--- src/hw/rtl/assert_macros.svh ---
// assertion macros included by the top-level rtl file
`ifndef ASSERT_MACROS_SVH
`define ASSERT_MACROS_SVH

`ifndef SYNTHESIS

`define EIEC_ASSERT(label, clk, rst, prop) \
   label: assert property (@(posedge clk) disable iff (rst) prop) \
      else $error("eiec assertion failed");

`define EIEC_ASSERT_IMPL(label, clk, rst, ante, cons) \
   label: assert property (@(posedge clk) disable iff (rst) (ante) |-> (cons)) \
      else $error("eiec implication failed");

`else

`define EIEC_ASSERT(label, clk, rst, prop)

`define EIEC_ASSERT_IMPL(label, clk, rst, ante, cons)

`endif

`endif

--- src/hw/rtl/eiec_pkg.sv ---
// types and constants of the external interrupt edge controller
`timescale 1ns / 1ps

package eiec_pkg;

   localparam int NUM_LINES = 16;
   localparam int NUM_PORTS = 4;

   localparam int LINE_WORD  = 16;
   localparam int SEL_W      = 4;
   localparam int PIN_W      = 64;
   localparam int SEL_FLAT_W = LINE_WORD * SEL_W;

   localparam logic [LINE_WORD-1:0] LINE_BITS =
      LINE_WORD'((17'h1 << NUM_LINES) - 17'h1);

   // one nibble of ones for each implemented line
   function automatic logic [SEL_FLAT_W-1:0] sel_bits_f();
      logic [SEL_FLAT_W-1:0] m;
      m = '0;
      for (int i = 0; i < LINE_WORD; i++) begin
         if (i < NUM_LINES) m[i*SEL_W +: SEL_W] = {SEL_W{1'b1}};
      end
      return m;
   endfunction

   localparam logic [SEL_FLAT_W-1:0] SEL_BITS = sel_bits_f();

   typedef enum logic [1:0] {
      FUNC_SAMPLE = 2'd0,
      FUNC_WRITE  = 2'd1,
      FUNC_READ   = 2'd2
   } func_type;

   typedef logic [2:0] addr_type;
   localparam addr_type ADDR_MASK    = 3'd0;
   localparam addr_type ADDR_RISING  = 3'd1;
   localparam addr_type ADDR_FALLING = 3'd2;
   localparam addr_type ADDR_PENDING = 3'd3;

   typedef struct packed {
      logic [PIN_W-1:0]     pin_levels;
      logic [LINE_WORD-1:0] write_data;
      addr_type             reg_addr;
   } req_fields_type;

   typedef struct packed {
      logic [3:0]           irq_line;
      logic                 irq_valid;
      logic [LINE_WORD-1:0] irq_pending;
      logic [LINE_WORD-1:0] read_data;
   } rsp_fields_type;

endpackage

--- src/hw/rtl/external_interrupt_edge_controller_top.sv ---
// top level of the external interrupt edge controller
`timescale 1ns / 1ps
`include "assert_macros.svh"

// Sixteen-line external interrupt controller. Each request is a pin sample, a register
// write or a register read (tuser selects which) and yields exactly one response with the
// read data and the interrupt status after that request. A request is taken every clock
// while the response side keeps up: it is held in the input register and is applied to the
// register set as it moves into the response register. The response register is the only
// buffer toward the response side, so backpressure there stalls the input register at once.
module external_interrupt_edge_controller_top (
   input  logic        clock,
   input  logic        reset,
   input  logic        req_tvalid,
   output logic        req_tready,
   // reg_addr [2:0], write_data [18:3], pin_levels [82:19], zero fill [87:83]
   input  logic [87:0] req_tdata,
   // func [1:0]
   input  logic [1:0]  req_tuser,
   output logic        rsp_tvalid,
   input  logic        rsp_tready,
   // read_data [15:0], irq_pending [31:16], irq_valid [32], irq_line [36:33], zero [39:37]
   output logic [39:0] rsp_tdata
);
   import eiec_pkg::*;

   localparam int REQ_W = $bits(req_fields_type);
   localparam int RSP_W = $bits(rsp_fields_type);

   logic                  in_valid_ff;
   logic [1:0]            in_func_ff;
   req_fields_type        in_req_ff;
   logic                  out_valid_ff, out_valid_in;
   rsp_fields_type        out_rsp_ff, out_rsp_in;

   logic [LINE_WORD-1:0]  prev_ff, prev_in;
   logic [LINE_WORD-1:0]  mask_ff, mask_in;
   logic [LINE_WORD-1:0]  rise_ff, rise_in;
   logic [LINE_WORD-1:0]  fall_ff, fall_in;
   logic [LINE_WORD-1:0]  pend_ff, pend_in;
   logic [SEL_FLAT_W-1:0] sel_ff, sel_in;

   logic                  advance;
   logic [LINE_WORD-1:0]  now_levels;
   logic [LINE_WORD-1:0]  act;

   assign advance    = in_valid_ff && (!out_valid_ff || rsp_tready);
   assign req_tready = !in_valid_ff || advance;
   assign rsp_tvalid = out_valid_ff;
   assign rsp_tdata  = {(40 - RSP_W)'(0), out_rsp_ff};

   always_ff @(posedge clock) begin
      if (reset) begin
         in_valid_ff <= 1'b0;
      end else if (req_tready) begin
         in_valid_ff <= req_tvalid;
      end
      if (req_tready && req_tvalid) begin
         in_func_ff <= req_tuser;
         in_req_ff  <= req_fields_type'(req_tdata[REQ_W-1:0]);
      end
   end

   // line levels seen through each line's port select
   always_comb begin
      logic [SEL_W-1:0] p;
      now_levels = '0;
      for (int i = 0; i < LINE_WORD; i++) begin
         p = sel_ff[i*SEL_W +: SEL_W];
         if (i < NUM_LINES && p < SEL_W'(NUM_PORTS)) begin
            now_levels[i] = in_req_ff.pin_levels[{p[1:0], 4'(i)}];
         end
      end
   end

   always_comb begin
      logic [LINE_WORD-1:0] rdata;
      logic [LINE_WORD-1:0] wdata;
      addr_type             addr;
      logic [1:0]           word;
      logic [3:0]           line;
      prev_in = prev_ff;
      mask_in = mask_ff;
      rise_in = rise_ff;
      fall_in = fall_ff;
      pend_in = pend_ff;
      sel_in  = sel_ff;
      rdata   = '0;
      wdata   = in_req_ff.write_data;
      addr    = in_req_ff.reg_addr;
      word    = addr[1:0];
      line    = '0;
      unique case (in_func_ff)
         FUNC_SAMPLE: begin
            pend_in = (pend_ff | (now_levels & ~prev_ff & rise_ff)
                               | (~now_levels & prev_ff & fall_ff)) & LINE_BITS;
            prev_in = now_levels & LINE_BITS;
         end
         FUNC_WRITE: begin
            priority if (addr == ADDR_MASK)    mask_in = wdata & LINE_BITS;
            else if (addr == ADDR_RISING)      rise_in = wdata & LINE_BITS;
            else if (addr == ADDR_FALLING)     fall_in = wdata & LINE_BITS;
            else if (addr == ADDR_PENDING)     pend_in = pend_ff & ~wdata & LINE_BITS;
            else begin
               sel_in[word*LINE_WORD +: LINE_WORD] = wdata;
               sel_in = sel_in & SEL_BITS;
            end
         end
         FUNC_READ: begin
            priority if (addr == ADDR_MASK)    rdata = mask_ff;
            else if (addr == ADDR_RISING)      rdata = rise_ff;
            else if (addr == ADDR_FALLING)     rdata = fall_ff;
            else if (addr == ADDR_PENDING)     rdata = pend_ff;
            else                               rdata = sel_ff[word*LINE_WORD +: LINE_WORD];
         end
         default: begin
         end
      endcase
      act = pend_in & mask_in;
      // lowest set line wins
      for (int i = LINE_WORD - 1; i >= 0; i--) begin
         if (act[i]) line = 4'(i);
      end
      out_rsp_in.read_data   = rdata;
      out_rsp_in.irq_pending = act;
      out_rsp_in.irq_valid   = |act;
      out_rsp_in.irq_line    = line;
   end

   assign out_valid_in = advance || (out_valid_ff && !rsp_tready);

   always_ff @(posedge clock) begin
      if (reset) begin
         out_valid_ff <= 1'b0;
         prev_ff      <= '0;
         mask_ff      <= '0;
         rise_ff      <= '0;
         fall_ff      <= '0;
         pend_ff      <= '0;
         sel_ff       <= '0;
      end else begin
         out_valid_ff <= out_valid_in;
         if (advance) begin
            prev_ff <= prev_in;
            mask_ff <= mask_in;
            rise_ff <= rise_in;
            fall_ff <= fall_in;
            pend_ff <= pend_in;
            sel_ff  <= sel_in;
         end
      end
      if (advance) out_rsp_ff <= out_rsp_in;
   end

   `EIEC_ASSERT(a_valid_flag, clock, reset, !out_valid_ff || (out_rsp_ff.irq_valid == (out_rsp_ff.irq_pending != '0)))
   `EIEC_ASSERT_IMPL(a_line_set, clock, reset, out_valid_ff && out_rsp_ff.irq_valid, out_rsp_ff.irq_pending[out_rsp_ff.irq_line])
   `EIEC_ASSERT_IMPL(a_line_lowest, clock, reset, out_valid_ff, (out_rsp_ff.irq_pending & ((16'h1 << out_rsp_ff.irq_line) - 16'h1)) == '0)
   `EIEC_ASSERT(a_pend_lines, clock, reset, (pend_ff & ~LINE_BITS) == '0)
   `EIEC_ASSERT_IMPL(a_pend_set_by_sample, clock, reset, (pend_ff & ~$past(pend_ff)) != '0, $past(advance) && ($past(in_func_ff) == FUNC_SAMPLE))

endmodule
--- config.mk ---
export PLATFORM = sky130hd
export DESIGN_NAME = external_interrupt_edge_controller_top
export DESIGN_NICKNAME = d
export VERILOG_FILES = /design/src/hw/rtl/eiec_pkg.sv /design/src/hw/rtl/external_interrupt_edge_controller_top.sv
export VERILOG_INCLUDE_DIRS = /design/src /design/src/hw/rtl
export SDC_FILE = /design/constraint.sdc
export NUM_CORES = 1
export LEC_CHECK = 0
export BUFFER_PORTS_ARGS = -buffer_cell sky130_fd_sc_hd__buf_2
export CORE_MARGIN = 3
export CORE_UTILIZATION = 25
export DETAILED_ROUTE_END_ITERATION = 7
export SLEW_MARGIN = 20
export SYNTH_ARGS = -nofsm -noshare
export SYNTH_HDL_FRONTEND = slang
export SYNTH_SLANG_ARGS = --single-unit
export TNS_END_PERCENT = 5
--- constraint.sdc ---
create_clock -name clock -period 3.7 [get_ports clock]
set_input_delay 0.74 -clock clock [delete_from_list [all_inputs] [get_ports clock]]
set_output_delay 0.74 -clock clock [all_outputs]
set_load 0.01 [all_outputs]
==> results.md, run 1 <==
Outcome:
- The run finished with clean final reports.

Die:
- The initial core utilization is 25.47%.
- In this run the horizontal extent of the chip is 224.5 um.
- The floorplan step set the die height to 224.5 um.
- The number of top-level pins is 136.
- The area enclosed by the die boundary is 0.05039 mm^2.
- The total area inside the core boundary comes to ~0.047 mm^2.
- After floorplanning, the core was divided into 79 placement rows.

Critical path:
- Broken down by cell family, the worst path's largest delay share belongs to compound AO/OA/AOI/OAI gates.
- Tracing the worst setup path back leads to its startpoint at in_req_ff[1].
- For this run, the slowest stage of the critical path takes 500 ps.
- The required time of the critical path is 4110 ps.
- The highest-delay cell along the critical path is or4b_1.
- The endpoint type of the worst setup path is a flip-flop.
- For the worst setup path, the data arrival time is 3550 ps.
- The start of the worst register-to-register path is in_req_ff[1].
- The most repeated library cell on the critical path is buf_4.
- The critical path is of the reg2reg type.
- In this run the worst path has a maximum fanout of 17.
- Together, buffers and inverters on the worst path number 3.
- Traced cell by cell, the critical path runs through buf_4, ha_1, or4b_1, buf_4, nor3b_2, a21oi_1, o211ai_2, inv_1, a211o_1, a211oi_1, o31a_1.
- The category of the worst setup path launch point is a flip-flop.

Timing:
- For the final routed database, the setup TNS stands at 0 ps.
- Across all hold checks on the routed design, the worst slack comes to roughly 370 ps.
- Setup repair after global routing left no endpoint under its margin.
- The total count of max-transition violations in the final report is 0.
- On the final layout, the worst clock skew is 14.72 ps.
- Subtracting the final worst setup slack from the clock period gives approximately 3100 ps.
- Timing would allow up to 318.5 MHz.
- After layout, the worst path uses between 80% and 90% of the clock period.
- The tightest slew margin relative to the limit is 46.85%.
- The count of final hold-check violations is 0.
- Setup violations remaining at the end of the flow were counted as 0.
- The transition time of the tightest slew-check pin is 797.3 ps.

Final layout:
- Leaving out fill and tap cells, the most frequent cell in the layout is a21oi_1.
- The sequential cell area is 0.006586 mm^2.
- The area added between synthesis and finish is 20.89%.
- In the layout the commonest cells are 156 x a21oi_1, 146 x dfxtp_1, 140 x nand2_1.
- Summing all multi-input logic gate instances after layout gives between 0.004 and 0.005 mm^2.
- The fill cell total of the finished layout is a little under 5,000.
- The net total in the final layout is 1,392.
- The proportion of layout cells with a drive suffix above 1 is 20.15%.
- The number of inserted diodes is 0.
- After the flow finishes, the layout carries non-filler instances totaling between 1,500 and 2,000.
- With fillers left out, the area of the finished cells amounts to 0.01443 mm^2.

Global routing:
- The global route total overflow is 0.
- The via count of the first global-routing pass is roughly 8,900.
- The first global-routing pass estimated 56.20 mm of wire.
- For this run, the total global-route usage over all layers was measured as 14.71%.
- The number of antenna violations at the first check in global routing came to 1.
- Entering global routing, the biggest net connects 70 pins.

Detailed routing:
- The per-cell routed wire length is 19.34 um.
- Dividing the detail-routed via count by the number of cells gives approximately 4.9.
- The total wire length after detailed routing is 37.26 mm.
- The wire length on met2 is 16.28 mm.
- The routed wire length on met3 is 3.125 mm.
- The detailed-route via count is 9,515.
- The routed metal-1 wirelength is 17.10 mm.
- The remaining antenna violation count is 0.
- Before antenna repair, the detailed router went through 5 iterations.
- The highest routing layer actually used is met5.
- The residual DRC count is 0.
- The initial detailed-routing violation count is between 800 and 900.

Clock tree:
- The clock net in this run drives a total of 268 sinks.
- The count of buffers added by post-CTS timing repair for setup is 0.
- The TritonCTS clock tree is yes.
- The clock latency reported for the late side of the worst-skew pair is 540 ps.
- The clock transition at the registers of the reported paths is 60 ps.
- The master cell of the clock root buffer is clkbuf_16.
- The post-cts sizing count is 0.
- The maximum root-to-sink buffer count is 3.
- In this run, CTS created clock tree buffers numbering 34.
- The H-tree was split into 2 levels.
- The hold buffer count at CTS is 0.

Logic synthesis:
- Summing the areas of all and, or, nand and nor instances in the mapped netlist gives between 10% and 20% of the synthesized area.
- Counting flops with a built-in enable in the synthesized netlist gives 122.
- The mux share of post-synthesis cell area is between 8 and 9%.
- The arithmetic-cell share of the synthesized area counting full adders, half adders and majority gates is 0.4194%.
- The number of synthesized register bits is 268.
- The main combinational cell family by area after synthesis is simple AND/OR/NAND/NOR gates.
- The synthesized netlist devotes 14.00% of its cell area to compound gates.
- The synthesized netlist devotes 0% of its cell area to XOR and XNOR gates.
- After synthesis the cells add up to 0.01193 mm^2.
- In this run, distinct cell masters in the synthesized netlist total 67.
- The mean post-synth cell area is 10.16 um^2.
- The most common flop cell mapped by yosys is dfxtp_1.
- The gate count of the mapped netlist is between 1,000 and 1,500.
- The Yosys step of the flow raised 0 warnings.
- The fraction of the yosys area taken by sequential cells is between 50% and 60%.
- Counting flops with an async set or reset pin after synthesis yields a share of 0%.

Power:
- Across the VDD grid, the largest voltage drop is 0.3211 mV.
- Power spread over the standard cell area amounts to 482.9 mW/mm^2.
- Power comes to 6.966 mW.
- The leakage component of the power is between 5 and 6 nW.

Place:
- The placed cell count is 1,865.
- The wire-length estimate of the detail-placed layout is 27.17 mm.
- Once placement finished, the instance area stood at 0.01329 mm^2.
- Port buffering added around 130 buffers.
- The routability-driven placement congestion ratio is 0.8768.

Flow run:
- The total of max-cap violations is 0.

Hold path:
- The min-delay analysis places its worst path in the category in2reg.
- In this run the most critical hold path is launched from req_tdata[12].
[logic make-up (layout without fill, tap and decap cells)]
logic type	count (synthesis)	after routing
other	1	3
AO/OA/AOI/OAI	267	267
buffers and inverters	98	241
AND/OR/NAND/NOR	468	468
adder cells (fa/ha/maj)	4	4
multiplexers	69	69
flip-flops	268	268
[where the power goes]
group / internal (mW) / switching [mW] / total [mW] / leakage [nW]
logic: 0.132 / 0.266 / 0.398 / 2.27
registers: 3.19 / 0.0528 / 3.24 / 2.36
clock network: 2.02 / 1.31 / 3.33 / 0.550
total: 5.33 / 1.63 / 6.97 / 5.18
[final timing paths]
kind	endpoint	slack (ps)	cells past startpoint
max reg2reg	rsp_tdata[34]	560	11
max	rsp_tdata[34]	560	11
min	in_req_ff[12]	370	1
min reg2reg	mask_ff[1]	470	2
[cell type report]
class | count | area share [%]
Clock buffer | 46 | 7.086
Timing Repair Buffer | 163 | 6.471
Clock inverter | 16 | 0.7980
Inverter | 16 | 0.4163
Tap cell | 607 | 5.265
Sequential cell | 268 | 45.66
Multi-Input combinational cell | 811 | 34.30
[flip-flops by register name, indices dropped and copies added, names as in the netlist]
register	count
rsp_tdata	37
in_func_ff	2
in_req_ff	83
rise_ff	16
rsp_tvalid	1
pend_ff	16
fall_ff	16
prev_ff	16
sel_ff	64
mask_ff	16
in_valid_ff	1
[through the flow]
stage	worst slack, ps	utilization [%]
3_3_place_gp	527.9	28.36
4_1_cts	504.8	30.79
2_1_floorplan	287.1	-
3_5_place_dp	554.9	28.36
5_1_grt	335.7	30.79
6_report	560.8	30.79
[worst register-to-register path: cells and delay by family (launching register included)]
kind	cells	cell delay, ps
AOI/OAI and AO/OA	5	950
and+or+nand+nor	2	890
buffers and inverters	3	530
DFF	1	410
adders and majority gates	1	240
[routing by layer]
layer	track usage, %	vias up
met5	0	-
met4	3.629	2
met3	3.785	45
met2	21.93	366
met1	21.34	4590
li1	-	4512
[synthesized netlist by cell type, types with 3 or more instances]
master / n / area, um^2
o21ai_0: 14 / 70.07
nand4_1: 3 / 18.77
or3_1: 9 / 56.30
edfxtp_1: 122 / 3664
buf_1: 11 / 41.29
buf_4: 5 / 37.54
or2_2: 4 / 25.02
nor2_1: 131 / 491.7
nor4b_1: 3 / 26.28
ha_1: 4 / 50.05
clkbuf_1: 57 / 214.0
buf_2: 7 / 35.03
and2_1: 5 / 31.28
mux4_2: 24 / 540.5
a211o_1: 6 / 52.55
and4b_1: 9 / 90.09
nor3_1: 69 / 345.3
inv_1: 15 / 56.30
mux2_2: 6 / 67.56
dfxtp_1: 146 / 2923
a311o_1: 7 / 70.07
mux2i_1: 39 / 390.4
a21oi_1: 156 / 780.8
a211oi_1: 40 / 300.3
o31ai_1: 6 / 45.04
a311oi_1: 4 / 35.03
a22oi_1: 4 / 30.03
nand2_1: 140 / 525.5
nand3_1: 37 / 185.2
nor2b_1: 16 / 100.1
o211a_1: 3 / 30.03
nand2b_1: 27 / 168.9
o31a_1: 4 / 35.03
(Power assumes the default switching activity.)
==> inputs of run 2 (changes only) <==
clock period = 3.2 ns   (was 3.7 ns; I/O delays follow)
==> run 2 against run 1 <==
- critical path depth fell by 1
- via count rose by 0.51%
- register-to-register slack got worse by 430 ps
- worst setup slack got worse by 430 ps
- largest power group unchanged
- cell area rose by 0.99%
- combinational power rose by 17%
- highest routed layer unchanged
- clock skew fell by 0.54 ps
- clock-buffer cell count rose by 1
- wire length rose by 0.90%
- total power rose by 20%
==> results.md, run 2 (synthesized netlist as in run 1, its figures left out) <==
Timing:
- The total count of max-transition violations in the final report is 0 (unchanged).
- The time the worst path needs with I/O delays and setup is 3073 ps (-66.49 ps).
- Setup repair after global routing could not meet its margin everywhere.
- The accumulated negative setup slack is 0 ps (unchanged).
- The tightest slew margin relative to the limit was 45.03% (-1.8 points).
- The post-route clock period utilization was 96.02% (+11 points).
- The final-report setup violation count is 0 (unchanged).
- The worst-case hold slack was 275.9 ps (-97.85 ps).
- The setup clock skew after layout was 14.18 ps (-0.5414 ps).
- The transition time of the tightest slew-check pin is 822.6 ps (+25.32 ps).
- The count of final hold-check violations is 0 (unchanged).
- The maximum clock frequency came to 325.4 MHz (+2.2%).
- The worst path setup slack after routing is 127.3 ps (-433.5 ps).

Detailed routing:
- The first-pass iteration count of the detailed router was 5 (unchanged).
- The post-detailed-route via-to-cell ratio came to 4.955 (+0.36%).
- The initial detailed-routing violation count was 772 (-12%).
- The total wire length after detailed routing is 37.60 mm (+0.90%).
- The remaining antenna violation count was 0 (unchanged).
- The residual DRC count is 0 (unchanged).
- The per-cell routed wire length is 19.48 um (+0.74%).
- The detailed-route via count came to 9,564 (+0.51%).

Clock tree:
- The number of sinks on the clock net was 268 (unchanged).
- The master cell of the clock root buffer is clkbuf_16.
- The maximum root-to-sink buffer count is 3 (unchanged).
- The count of buffers added by post-CTS timing repair for setup is 0 (unchanged).
- The clock latency reported for the late side of the worst-skew pair was 540 ps (about the same).
- The total clock buffers created by CTS is 34 (unchanged).
- The H-tree level count is 2 (unchanged).
- The TritonCTS clock tree is yes.
- The post-cts sizing count came to 0 (unchanged).
- The hold buffer count at CTS is 0 (unchanged).
- The clock transition at the registers of the reported paths was 60 ps (about the same).

Flow run:
- The total of max-cap violations was 0 (unchanged).

Die:
- The area of the core came to 0.04685 mm^2 (unchanged).
- The area enclosed by the die boundary is 0.05039 mm^2 (unchanged).
- The number of top-level pins is 136 (unchanged).
- The chip width is 224.5 um (unchanged).
- The initial core utilization came to 25.47% (unchanged).
- The site row count is 79 (unchanged).
- The height of the die came to 224.5 um (unchanged).

Critical path:
- The largest stage delay on the critical path came to 500 ps (about the same).
- The path type of the worst setup path is reg2reg.
- The arrival time of the worst setup path is 3360 ps (-190 ps).
- The required time of the critical path is 3490 ps (-620 ps).
- The worst register-to-register path begins at in_req_ff[0].
- The endpoint type of the worst setup path is a flip-flop.
- The worst reg2reg path depth is 10 (-1).
- The highest-delay cell along the critical path is or4b_1.
- The setup slack on the worst flop-to-flop path is 130 ps (-430 ps).
- The critical path goes through inv_1, ha_1, or4b_1, buf_4, o31ai_1, a21oi_1, a22oi_1, and3_1, a211oi_1, o31a_1.
- STA classifies the critical path startpoint as a flip-flop.
- The peak fanout along the critical path came to 17 (unchanged).
- The beginning of the critical path is in_req_ff[0].
- The destination of the worst register-to-register timing path is rsp_tdata[34].

Global routing:
- The maximum number of pins on one net before global-route repair was 86 (+23%).
- The number of antenna violations at the first check in global routing is 3 (+2).
- The overall track demand over capacity in global routing is 14.82% (+0.11 points).
- The via count of the first global-routing pass is 9,046 (+1.3%).
- The global route total overflow came to 0 (unchanged).
- The first-pass GRT wire length is 56.92 mm (+1.3%).

Hold path:
- In this run the most critical hold path is launched from req_tdata[3].
- The sink of the worst hold path is in_req_ff[3].
- The class of the tightest hold or removal check is in2reg.
- The instance count along the most critical hold path is 1 (unchanged).

Place:
- The number of buffers added on ports came to 127 (unchanged).
- The routability-driven placement congestion ratio was 0.8773 (about the same).
- The worst slack at placement is 71.51 ps (-483.3 ps).
- The half-perimeter wire length of the detailed placement result came to 26.83 mm (-1.2%).

Final layout:
- The proportion of layout cells with a drive suffix above 1 was 20.65% (+0.50 points).
- The net total in the final layout is 1,395 (+0.22%).
- in_req_ff holds more flip-flops than any other register.
- The number of flip-flops under the largest register name is 83 (unchanged).
- Leaving out fill and tap cells, the most frequent cells in the layout are 156 x a21oi_1, 146 x dfxtp_1, 140 x nand2_1.
- Compared with the post-synthesis result, the final layout area differs by 22.08%.
- Leaving out fill and tap cells, the most frequent cell in the layout is a21oi_1.

Power:
- The maximum ir drop on the vdd rail was 0.3469 mV (+8.0%).
- The power density over cell area was 574.8 mW/mm^2 (+19%).
- The leakage component of the power is 5.256 nW (+1.5%).

Outcome:
- The run finished with clean final reports.
==> run 2: per-stage QoR <==
stage	power (mW)	std cells	utilization (%)	cell area, um^2
after floorplan	4.050	1177	-	11950
after global placement	4.275	1868	28.41	13310
after detailed placement	4.284	1868	28.41	13310
after CTS	8.496	1929	31.02	14530
after global routing	8.689	1929	31.09	14570
final	8.374	1930	31.09	14570
==> run 2: how the worst max path moves through the flow <==
stage	endpoint	cells after the start
2_1_floorplan	rsp_tdata[36]	12
3_3_place_gp	rsp_tdata[33]	11
3_5_place_dp	rsp_tdata[33]	11
4_1_cts	rsp_tdata[33]	11
5_1_grt	rsp_tdata[32]	9
6_report	rsp_tdata[34]	10
==> run 2: report_power, final <==
part / switching (mW) / internal [mW]
registers: 0.0611 / 3.68
logic: 0.310 / 0.154
clock network: 1.52 / 2.65
==> run 2: area by class of cell <==
type,instances,area [um^2]
Antenna cell,1,2.502
Sequential cell,268,6586
Tap cell,607,759.5
Multi-Input combinational cell,811,4980
Timing Repair Buffer,166,955.9
Inverter,16,60.06
Clock inverter,14,197.7
Clock buffer,47,1026
Fill cell,4851,32280
==> run 2: critical path, delay by kind of cell, from the launching register on <==
kind                     cells  cell delay (ps)
AO/OA/AOI/OAI                5             1080
AND/OR/NAND/NOR              2              680
flip-flops                   1              460
buffers and inverters        2              350
adder cells (fa/ha/maj)      1              240
==> run 2: routing by layer <==
layer  share of wire, %  vias up  track usage [%]
li1                   -     4529                -
met1                 45     4543            21.56
met2                 42      418            21.15
met3                9.0       72            3.902
met4                3.3        2            5.311
met5              0.035        -                0
